==> src/design/topq_pkg.sv <==
package topq_pkg;

   localparam int STAMP_W             = 64;
   localparam int TAG_W               = 16;
   localparam int COUNT_OUT_W         = 5;
   localparam int DEFAULT_QUEUE_DEPTH = 16;

   localparam logic REQ_INSERT = 1'b0;
   localparam logic REQ_POP    = 1'b1;

   localparam logic [1:0] STATUS_OK    = 2'd0;
   localparam logic [1:0] STATUS_FULL  = 2'd1;
   localparam logic [1:0] STATUS_EMPTY = 2'd2;

   typedef enum logic [2:0] {
      ST_IDLE,
      ST_SCAN,
      ST_SHIFT,
      ST_WRITE,
      ST_POP
   } state_type;

   typedef struct packed {
      logic [STAMP_W-1:0] pres;
      logic [STAMP_W-1:0] dec;
      logic [TAG_W-1:0]   tag;
   } entry_type;

   typedef struct packed {
      logic                   strobe;
      logic [1:0]             status;
      logic [COUNT_OUT_W-1:0] count;
      logic                   valid;
      entry_type              entry;
   } rsp_type;

endpackage

==> src/design/topq_mem.sv <==
module topq_mem #(
   parameter int QUEUE_DEPTH = topq_pkg::DEFAULT_QUEUE_DEPTH,
   localparam int AW = $clog2(QUEUE_DEPTH)
) (
   input  logic                clock,
   input  logic                wr_en,
   input  logic [AW-1:0]       wr_addr,
   input  topq_pkg::entry_type wr_data,
   input  logic [AW-1:0]       rd_addr,
   output topq_pkg::entry_type rd_data
);

   topq_pkg::entry_type mem [QUEUE_DEPTH];
   topq_pkg::entry_type rd_data_ff;

   always_ff @(posedge clock) begin
      if (wr_en) begin
         mem[wr_addr] <= wr_data;
      end
   end

   always_ff @(posedge clock) begin
      rd_data_ff <= mem[rd_addr];
   end

   assign rd_data = rd_data_ff;

endmodule

==> src/design/topq_ctrl.sv <==
module topq_ctrl #(
   parameter int QUEUE_DEPTH = topq_pkg::DEFAULT_QUEUE_DEPTH,
   localparam int AW = $clog2(QUEUE_DEPTH),
   localparam int CW = $clog2(QUEUE_DEPTH + 1)
) (
   input  logic                clock,
   input  logic                reset,
   input  logic                start,
   input  logic                req_type,
   input  topq_pkg::entry_type req_entry,
   input  logic                sort_by_dec,
   output logic                busy,
   output logic                mem_wr_en,
   output logic [AW-1:0]       mem_wr_addr,
   output topq_pkg::entry_type mem_wr_data,
   output logic [AW-1:0]       mem_rd_addr,
   input  topq_pkg::entry_type mem_rd_data,
   output topq_pkg::rsp_type   rsp_in
);

   localparam int AWP = AW + 1;
   localparam logic [AW:0] DEPTH_W = AWP'(QUEUE_DEPTH);
   localparam logic [CW-1:0] DEPTH_C = CW'(QUEUE_DEPTH);

   topq_pkg::state_type state_ff, state_in;
   logic [AW-1:0]       head_ff, head_in;
   logic [CW-1:0]       count_ff, count_in;
   logic [AW-1:0]       idx_ff, idx_in;
   logic [AW-1:0]       pos_ff, pos_in;
   topq_pkg::entry_type new_ff, new_in;

   logic [topq_pkg::STAMP_W-1:0] rd_key, new_key;
   logic                         greater;
   logic                         last_scan;
   logic [CW+topq_pkg::COUNT_OUT_W-1:0] count_ext;
   logic [CW-1:0]                rsp_count;

   // Physical slot of logical position off, ring starting at head.
   function automatic logic [AW-1:0] ring(input logic [AW-1:0] off);
      logic [AW:0] sum;
      sum = {1'b0, head_ff} + {1'b0, off};
      if (sum >= DEPTH_W) begin
         sum = sum - DEPTH_W;
      end
      return sum[AW-1:0];
   endfunction

   assign rd_key    = sort_by_dec ? mem_rd_data.dec : mem_rd_data.pres;
   assign new_key   = sort_by_dec ? new_ff.dec : new_ff.pres;
   assign greater   = $signed(rd_key) > $signed(new_key);
   assign last_scan = (CW'(idx_ff) + CW'(1)) == count_ff;
   assign busy      = state_ff != topq_pkg::ST_IDLE;
   assign count_ext = {{topq_pkg::COUNT_OUT_W{1'b0}}, rsp_count};

   // next state
   always_comb begin
      state_in = state_ff;
      unique case (state_ff)
         topq_pkg::ST_IDLE: begin
            if (start) begin
               if (req_type == topq_pkg::REQ_INSERT) begin
                  if (count_ff == DEPTH_C) begin
                     state_in = topq_pkg::ST_IDLE;
                  end else if (count_ff == '0) begin
                     state_in = topq_pkg::ST_WRITE;
                  end else begin
                     state_in = topq_pkg::ST_SCAN;
                  end
               end else begin
                  state_in = (count_ff == '0) ? topq_pkg::ST_IDLE : topq_pkg::ST_POP;
               end
            end
         end
         topq_pkg::ST_SCAN: begin
            priority if (greater) begin
               state_in = topq_pkg::ST_SHIFT;
            end else if (last_scan) begin
               state_in = topq_pkg::ST_WRITE;
            end
         end
         topq_pkg::ST_SHIFT: begin
            if (idx_ff == pos_ff) begin
               state_in = topq_pkg::ST_WRITE;
            end
         end
         topq_pkg::ST_WRITE: state_in = topq_pkg::ST_IDLE;
         topq_pkg::ST_POP:   state_in = topq_pkg::ST_IDLE;
         default:            state_in = topq_pkg::ST_IDLE;
      endcase
   end

   // datapath and memory control
   always_comb begin
      head_in     = head_ff;
      count_in    = count_ff;
      idx_in      = idx_ff;
      pos_in      = pos_ff;
      new_in      = new_ff;
      mem_wr_en   = 1'b0;
      mem_wr_addr = ring(pos_ff);
      mem_wr_data = new_ff;
      mem_rd_addr = ring('0);
      rsp_count   = count_ff;
      rsp_in      = '0;
      unique case (state_ff)
         topq_pkg::ST_IDLE: begin
            if (start) begin
               new_in = req_entry;
               idx_in = '0;
               pos_in = '0;
               if (req_type == topq_pkg::REQ_INSERT) begin
                  if (count_ff == DEPTH_C) begin
                     rsp_in.strobe = 1'b1;
                     rsp_in.status = topq_pkg::STATUS_FULL;
                  end
               end else if (count_ff == '0) begin
                  rsp_in.strobe = 1'b1;
                  rsp_in.status = topq_pkg::STATUS_EMPTY;
               end
            end
         end
         topq_pkg::ST_SCAN: begin
            priority if (greater) begin
               // insert here; start moving the tail down from the last entry
               pos_in      = idx_ff;
               idx_in      = AW'(count_ff - CW'(1));
               mem_rd_addr = ring(AW'(count_ff - CW'(1)));
            end else if (last_scan) begin
               pos_in = AW'(count_ff);
            end else begin
               idx_in      = idx_ff + AW'(1);
               mem_rd_addr = ring(idx_ff + AW'(1));
            end
         end
         topq_pkg::ST_SHIFT: begin
            mem_wr_en   = 1'b1;
            mem_wr_addr = ring(idx_ff + AW'(1));
            mem_wr_data = mem_rd_data;
            if (idx_ff != pos_ff) begin
               idx_in      = idx_ff - AW'(1);
               mem_rd_addr = ring(idx_ff - AW'(1));
            end
         end
         topq_pkg::ST_WRITE: begin
            mem_wr_en     = 1'b1;
            count_in      = count_ff + CW'(1);
            rsp_count     = count_in;
            rsp_in.strobe = 1'b1;
            rsp_in.status = topq_pkg::STATUS_OK;
         end
         topq_pkg::ST_POP: begin
            count_in      = count_ff - CW'(1);
            head_in       = ring(AW'(1));
            rsp_count     = count_in;
            rsp_in.strobe = 1'b1;
            rsp_in.status = topq_pkg::STATUS_OK;
            rsp_in.valid  = 1'b1;
            rsp_in.entry  = mem_rd_data;
         end
         default: begin
            count_in = count_ff;
         end
      endcase
      rsp_in.count = count_ext[topq_pkg::COUNT_OUT_W-1:0];
   end

   always_ff @(posedge clock) begin
      if (reset) begin
         state_ff <= topq_pkg::ST_IDLE;
         head_ff  <= '0;
         count_ff <= '0;
      end else begin
         state_ff <= state_in;
         head_ff  <= head_in;
         count_ff <= count_in;
      end
   end

   always_ff @(posedge clock) begin
      idx_ff <= idx_in;
      pos_ff <= pos_in;
      new_ff <= new_in;
   end

endmodule

==> src/design/timestamp_ordered_packet_queue.sv <==
// Timestamp-ordered packet queue: packet descriptors (presentation stamp,
// decode stamp, buffer tag) kept sorted by one stamp, stored as a ring in a
// single RAM of QUEUE_DEPTH entries with a registered read.
// Request channel: a transaction is taken at a clock edge with start high
// and busy low. req_type selects insert or pop; stamps and tag ride along.
// Response channel: exactly one transaction per request, shown for one
// cycle with rsp_strobe high; the receiver cannot stall it, so it is never
// held. Non-pop results carry zero on the popped-entry fields.
// Steps, per request kind:
//   full insert or empty pop: result in the next cycle, busy not raised.
//   pop: head read, then ring head advances (no data moves).
//   insert: the scan reads one entry per cycle until the first strictly
//   greater key (or to the end when none), then the tail moves down one
//   slot per cycle (skipped when appending), then the new entry is written;
//   then the result is registered.
//   The single RAM read and write port sets this order.
// A new request is taken in the cycle its predecessor's result is shown.
// Reset (synchronous) empties the queue and selects presentation-stamp
// ordering; RAM contents are not cleared. csr_wr_data picks the key (1 =
// decode stamp); users write it only while the block is idle (unchecked).
module timestamp_ordered_packet_queue #(
   parameter int QUEUE_DEPTH = topq_pkg::DEFAULT_QUEUE_DEPTH
) (
   input  logic        clock,
   input  logic        reset,
   input  logic        start,
   output logic        busy,
   input  logic        req_type,
   input  logic signed [topq_pkg::STAMP_W-1:0] req_in_pres_stamp,
   input  logic signed [topq_pkg::STAMP_W-1:0] req_in_dec_stamp,
   input  logic [topq_pkg::TAG_W-1:0]          req_in_tag,
   input  logic        csr_wr_en,
   input  logic        csr_wr_data,
   output logic        rsp_strobe,
   output logic [1:0]  rsp_status,
   output logic [topq_pkg::COUNT_OUT_W-1:0]     rsp_entry_count,
   output logic        rsp_out_valid,
   output logic signed [topq_pkg::STAMP_W-1:0] rsp_out_pres_stamp,
   output logic signed [topq_pkg::STAMP_W-1:0] rsp_out_dec_stamp,
   output logic [topq_pkg::TAG_W-1:0]          rsp_out_tag
);

   localparam int AW = $clog2(QUEUE_DEPTH);

   logic                sort_by_dec_ff;
   logic                mem_wr_en;
   logic [AW-1:0]       mem_wr_addr;
   logic [AW-1:0]       mem_rd_addr;
   topq_pkg::entry_type mem_wr_data;
   topq_pkg::entry_type mem_rd_data;
   topq_pkg::entry_type req_entry;
   topq_pkg::rsp_type   rsp_in;
   topq_pkg::rsp_type   rsp_ff;

   assign req_entry.pres = req_in_pres_stamp;
   assign req_entry.dec  = req_in_dec_stamp;
   assign req_entry.tag  = req_in_tag;

   // sort-key select register
   always_ff @(posedge clock) begin
      if (reset) begin
         sort_by_dec_ff <= 1'b0;
      end else if (csr_wr_en) begin
         sort_by_dec_ff <= csr_wr_data;
      end
   end

   topq_ctrl #(
      .QUEUE_DEPTH (QUEUE_DEPTH)
   ) u_ctrl (
      .clock       (clock),
      .reset       (reset),
      .start       (start),
      .req_type    (req_type),
      .req_entry   (req_entry),
      .sort_by_dec (sort_by_dec_ff),
      .busy        (busy),
      .mem_wr_en   (mem_wr_en),
      .mem_wr_addr (mem_wr_addr),
      .mem_wr_data (mem_wr_data),
      .mem_rd_addr (mem_rd_addr),
      .mem_rd_data (mem_rd_data),
      .rsp_in      (rsp_in)
   );

   topq_mem #(
      .QUEUE_DEPTH (QUEUE_DEPTH)
   ) u_mem (
      .clock   (clock),
      .wr_en   (mem_wr_en),
      .wr_addr (mem_wr_addr),
      .wr_data (mem_wr_data),
      .rd_addr (mem_rd_addr),
      .rd_data (mem_rd_data)
   );

   // result register: strobe is control, the rest is payload
   always_ff @(posedge clock) begin
      if (reset) begin
         rsp_ff.strobe <= 1'b0;
      end else begin
         rsp_ff.strobe <= rsp_in.strobe;
      end
      if (rsp_in.strobe) begin
         rsp_ff.status <= rsp_in.status;
         rsp_ff.count  <= rsp_in.count;
         rsp_ff.valid  <= rsp_in.valid;
         rsp_ff.entry  <= rsp_in.entry;
      end
   end

   assign rsp_strobe         = rsp_ff.strobe;
   assign rsp_status         = rsp_ff.status;
   assign rsp_entry_count    = rsp_ff.count;
   assign rsp_out_valid      = rsp_ff.valid;
   assign rsp_out_pres_stamp = rsp_ff.entry.pres;
   assign rsp_out_dec_stamp  = rsp_ff.entry.dec;
   assign rsp_out_tag        = rsp_ff.entry.tag;

endmodule
==> config.mk <==
export PLATFORM = sky130hd
export DESIGN_NAME = timestamp_ordered_packet_queue
export DESIGN_NICKNAME = d
export VERILOG_FILES = /design/src/design/topq_pkg.sv /design/src/design/topq_mem.sv /design/src/design/topq_ctrl.sv /design/src/design/timestamp_ordered_packet_queue.sv
export SDC_FILE = /design/constraint.sdc
export NUM_CORES = 2
export LEC_CHECK = 0
export ABC_AREA = 1
export ABC_CLOCK_PERIOD_IN_PS = 28400
export BUFFER_PORTS_ARGS = -buffer_cell sky130_fd_sc_hd__buf_2
export CAP_MARGIN = 15
export CORE_MARGIN = 5
export CORE_UTILIZATION = 32
export DETAILED_ROUTE_END_ITERATION = 8
export GPL_ROUTABILITY_DRIVEN = 0
export PLACE_DENSITY = 0.44
export SLEW_MARGIN = 20
export SYNTH_ARGS = -nofsm -noshare
export SYNTH_HDL_FRONTEND = slang
export SYNTH_SLANG_ARGS = --single-unit
==> constraint.sdc <==
create_clock -name clock -period 28.4 [get_ports clock]
set_input_delay 2.84 -clock clock [delete_from_list [all_inputs] [get_ports clock]]
set_output_delay 2.84 -clock clock [all_outputs]
set_load 0.01 [all_outputs]
==> flow_summary_export.csv <==
group,metric,value,unit
status,outcome,"completed",
floorplan,die-area,383000,um2
sta,period_share,0.339,
clock_tree,root_buffer,"clkbuf_16",
clock_tree,cts_tree,"built",
yosys,synth_edf_count,2608,
yosys,yosys_warnings,0,
clock_tree,clk_pin_slew,0.06,ns
yosys,syn_nets,11200,
grt,grt_overflow,0,
routing,drc,0,
finish,fillers,36000,
sta,max_freq,104,MHz
clock_tree,clock_latency,0.95,ns
yosys,async_reset_ff_frac,0,
worst_hold_path,holdPathStages,2,
power,ir_worst_vdd,0.000110,V
worst_hold_path,holdCritPathClass,"reg -> reg",
clock_tree,clk_path_buf_depth,4,
sta,max_slew_margin,0.202,
finish,fin_nets,11400,
clock_tree,cts_max_level,5,
floorplan,core_area,369000,um2
grt,met1_usage,0.288,
worst_setup_path,crit_type,"reg -> reg",
yosys,synth_seq_cells,2766,
power,p_leak,55.4,nW
sta,setup_tns,0,ns
finish,multi_input_area,28300,um2
routing,detail-route-antenna-nets,0,
clock_tree,postCtsSetupBuffers,0,
finish,layout-drive-gt1-share,0.0962,
worst_setup_path,cp_slowest_stage_delay,0.83,ns
worst_setup_path,timing.rr.end,"u_mem.rd_data[56]",
routing,wire_per_inst,25.9,um
worst_setup_path,startpoint_type,"register",
job,cap_violations,0,
worst_setup_path,path_common_cell,"buf_4",
worst_setup_path,ff2ff_path_depth,26,
routing,vias,81700,
power,power_density,122,nW/um2
grt,grt_pass1_wl,598000,um
worst_setup_path,end_kind,"register",
floorplan,num_rows,223,
worst_setup_path,cp_max_fo,87,
floorplan,die_y,619,um
clock_tree,numCtsBuffers,322,
yosys,synthTopCellsByArea,"edfxtp_1 66%, nand3_1 11%, nand2_1 7.5%",
routing,wl,426000,um
finish,area_growth,15.3,%
finish,seqCellArea,81500,um2
worst_setup_path,ff2ff_setup_slack,18.78,ns
yosys,syn_avg_cell_area,10.9,um2
grt,grtUsageMet3,0.0240,
grt,grt_use_met2,0.347,
routing,drt_first_pass_iters,6,
finish,fin_util,0.371,
sta,post-route-min-period,9.62,ns
yosys,seq_area_frac_synth,0.687,
sta,finalHoldViolCount,0,
routing,drt_iter0_markers,8192,
clock_tree,cts.sinks,2766,
sta,finalSetupViolations,0,
yosys,ys_types,45,
floorplan,fp.dieW,619,um
sta,grt_setup_unrepaired,"false",
clock_tree,cts_resized,0,
floorplan,io_pins,304,
worst_hold_path,hold_path.startpoint,"u_ctrl.state_ff[0]",
grt,grt_pass1_vias,77600,
grt,grt.total_usage,0.215,
yosys,synth_top_cell_area_share,0.660,
grt,antenna_found_initial,42,
worst_hold_path,holdPathEnd,"u_ctrl.state_ff[0]",
worst_setup_path,cp.arrival,10.49,ns
worst_setup_path,slowest_stage,"buf_4",
grt,top_usage_layer,"met2",
worst_setup_path,r2r_start,"sort_by_dec_ff",
worst_setup_path,crit_required,29.26,ns
yosys,synth-main-ff-cell,"edfxtp_1",
clock_tree,hold_buffers,0,
sta,worstMarginPinSlew,1.20,ns
sta,clock_skew,0.0778,ns
yosys,synthCells,10900,
yosys,netlist_area,119000,um2
sta,slew_violations,0,
routing,viasPerCell,4.97,
grt,grt_max_degree,209,
placement,dp_hpwl,236000,um
placement,place.port_buffers,303,
yosys,yosysTopAreaCell,"edfxtp_1",
floorplan,start_util,0.321,
-- power breakdown --
part	switching, mW	total (mW)	internal (mW)
clock	1.71	4.24	2.53
combinational	4.95	6.57	1.62
sequential	0.329	5.89	5.56
-- cell families (layout without fill, tap and decap cells) --
group | count (synthesis) | count (layout) | synth area share
adders and majority gates | 84 | 84 | 0.00912
DFF | 2766 | 2766 | 0.687
AOI/OAI and AO/OA | 308 | 308 | 0.0137
and+or+nand+nor | 5418 | 5418 | 0.207
other | 0 | 96 | 0
buffers and inverters | 2264 | 2746 | 0.0764
muxes | 64 | 64 | 0.00541
xor gates and xnor gates | 22 | 22 | 0.00169
-- per-stage QoR --
| stage | std cells | setup slack [ns] | total power, mW | hold slack [ns] | instance area, um2 |
|---|---|---|---|---|---|
| 2_1_floorplan | 10900 | 15.02 | 10.0 | 0.472 | 119000 |
| 3_3_place_gp | 15800 | 18.63 | 12.5 | 0.486 | 126000 |
| 3_5_place_dp | 15800 | 18.93 | 12.6 | 0.512 | 126000 |
| 4_1_cts | 16400 | 18.90 | 16.8 | 0.519 | 136000 |
| 5_1_grt | 16400 | 18.25 | 17.6 | 0.528 | 137000 |
| 6_report | 16500 | 18.78 | 16.7 | 0.523 | 137000 |
-- worst max-delay path: cells and delay by family, from the launching register on --
kind                       cells  cell delay, ns
buffers and inverters          7            4.80
and+or+nand+nor               16            2.80
DFF                            1            0.77
AOI/OAI and AO/OA              2            0.42
adders and majority gates      1            0.33
-- synthesized netlist by cell type (2+ instances only) --
master / count
nand3_1: 2611
edfxtp_1: 2608
nand2_1: 2359
inv_1: 1574
buf_2: 315
clkbuf_1: 277
o21ai_0: 235
nand3b_1: 215
nor2_1: 201
dfxtp_1: 158
ha_1: 80
mux2i_1: 63
buf_1: 48
a21oi_1: 43
buf_4: 30
inv_2: 13
nand4_1: 12
xnor2_1: 11
xor2_1: 10
a21o_1: 8
nor3_1: 8
buf_6: 6
o211ai_1: 5
fa_1: 4
o22ai_1: 4
or2_2: 4
a221oi_1: 3
a32o_1: 2
nand2_2: 2
o21ai_1: 2
-- state kept, by name (all words and copies together) (netlist names) --
signal / cells
rsp_status: 2
u_ctrl.pos_ff: 4
rsp_entry_count: 5
u_ctrl.count_ff: 5
rsp_out_pres_stamp: 64
u_ctrl.new_ff: 144
sort_by_dec_ff: 1
u_ctrl.head_ff: 4
u_mem.mem: 2304
u_ctrl.state_ff: 3
rsp_out_dec_stamp: 64
rsp_out_tag: 16
rsp_out_valid: 1
u_ctrl.idx_ff: 4
u_mem.rd_data: 144
rsp_strobe: 1
-- final cells by class --
class | instances | share of cell area
clock buffers | 461 | 0.0668
well taps | 4950 | 0.0453
clock inverters | 133 | 0.0117
diodes | 96 | 0.00176
repair buffers | 565 | 0.0279
inverters | 1587 | 0.0437
multi-input cells | 5896 | 0.207
flip-flops and latches | 2766 | 0.596
-- worst max-delay path by stage --
stage                    endpoint  slack (ns)  cells after the start      startpoint
2_1_floorplan  rsp_entry_count[0]       15.02                      4           start
3_3_place_gp    u_mem.rd_data[56]       18.63                     27  sort_by_dec_ff
3_5_place_dp    u_mem.rd_data[56]       18.93                     26  sort_by_dec_ff
4_1_cts         u_mem.rd_data[56]       18.90                     26  sort_by_dec_ff
5_1_grt         u_mem.rd_data[24]       18.25                     27  sort_by_dec_ff
6_report        u_mem.rd_data[56]       18.78                     26  sort_by_dec_ff
-- metal layers --
layer | vias up | wire [um] | share of wire
met5 | - | 41 | 0.000096
met4 | 6 | 23600 | 0.055
met3 | 654 | 20900 | 0.049
met2 | 2596 | 199000 | 0.47
met1 | 41000 | 182000 | 0.43
li1 | 37500 | - | -
-- cell usage in the layout, fill, tap and decap left out, types with 40 or more instances in the layout --
master,n
a21oi_1,43
buf_2,303
buf_4,237
clkbuf_1,95
clkbuf_16,332
clkinv_2,40
dfxtp_1,157
diode_2,96
edfxtp_1,2608
ha_1,80
inv_1,1573
mux2i_1,63
nand2_1,2356
nand3_1,2611
nand3b_1,215
nor2_1,184
o21ai_0,206
Note: power is estimated with default switching activity, not from simulation.
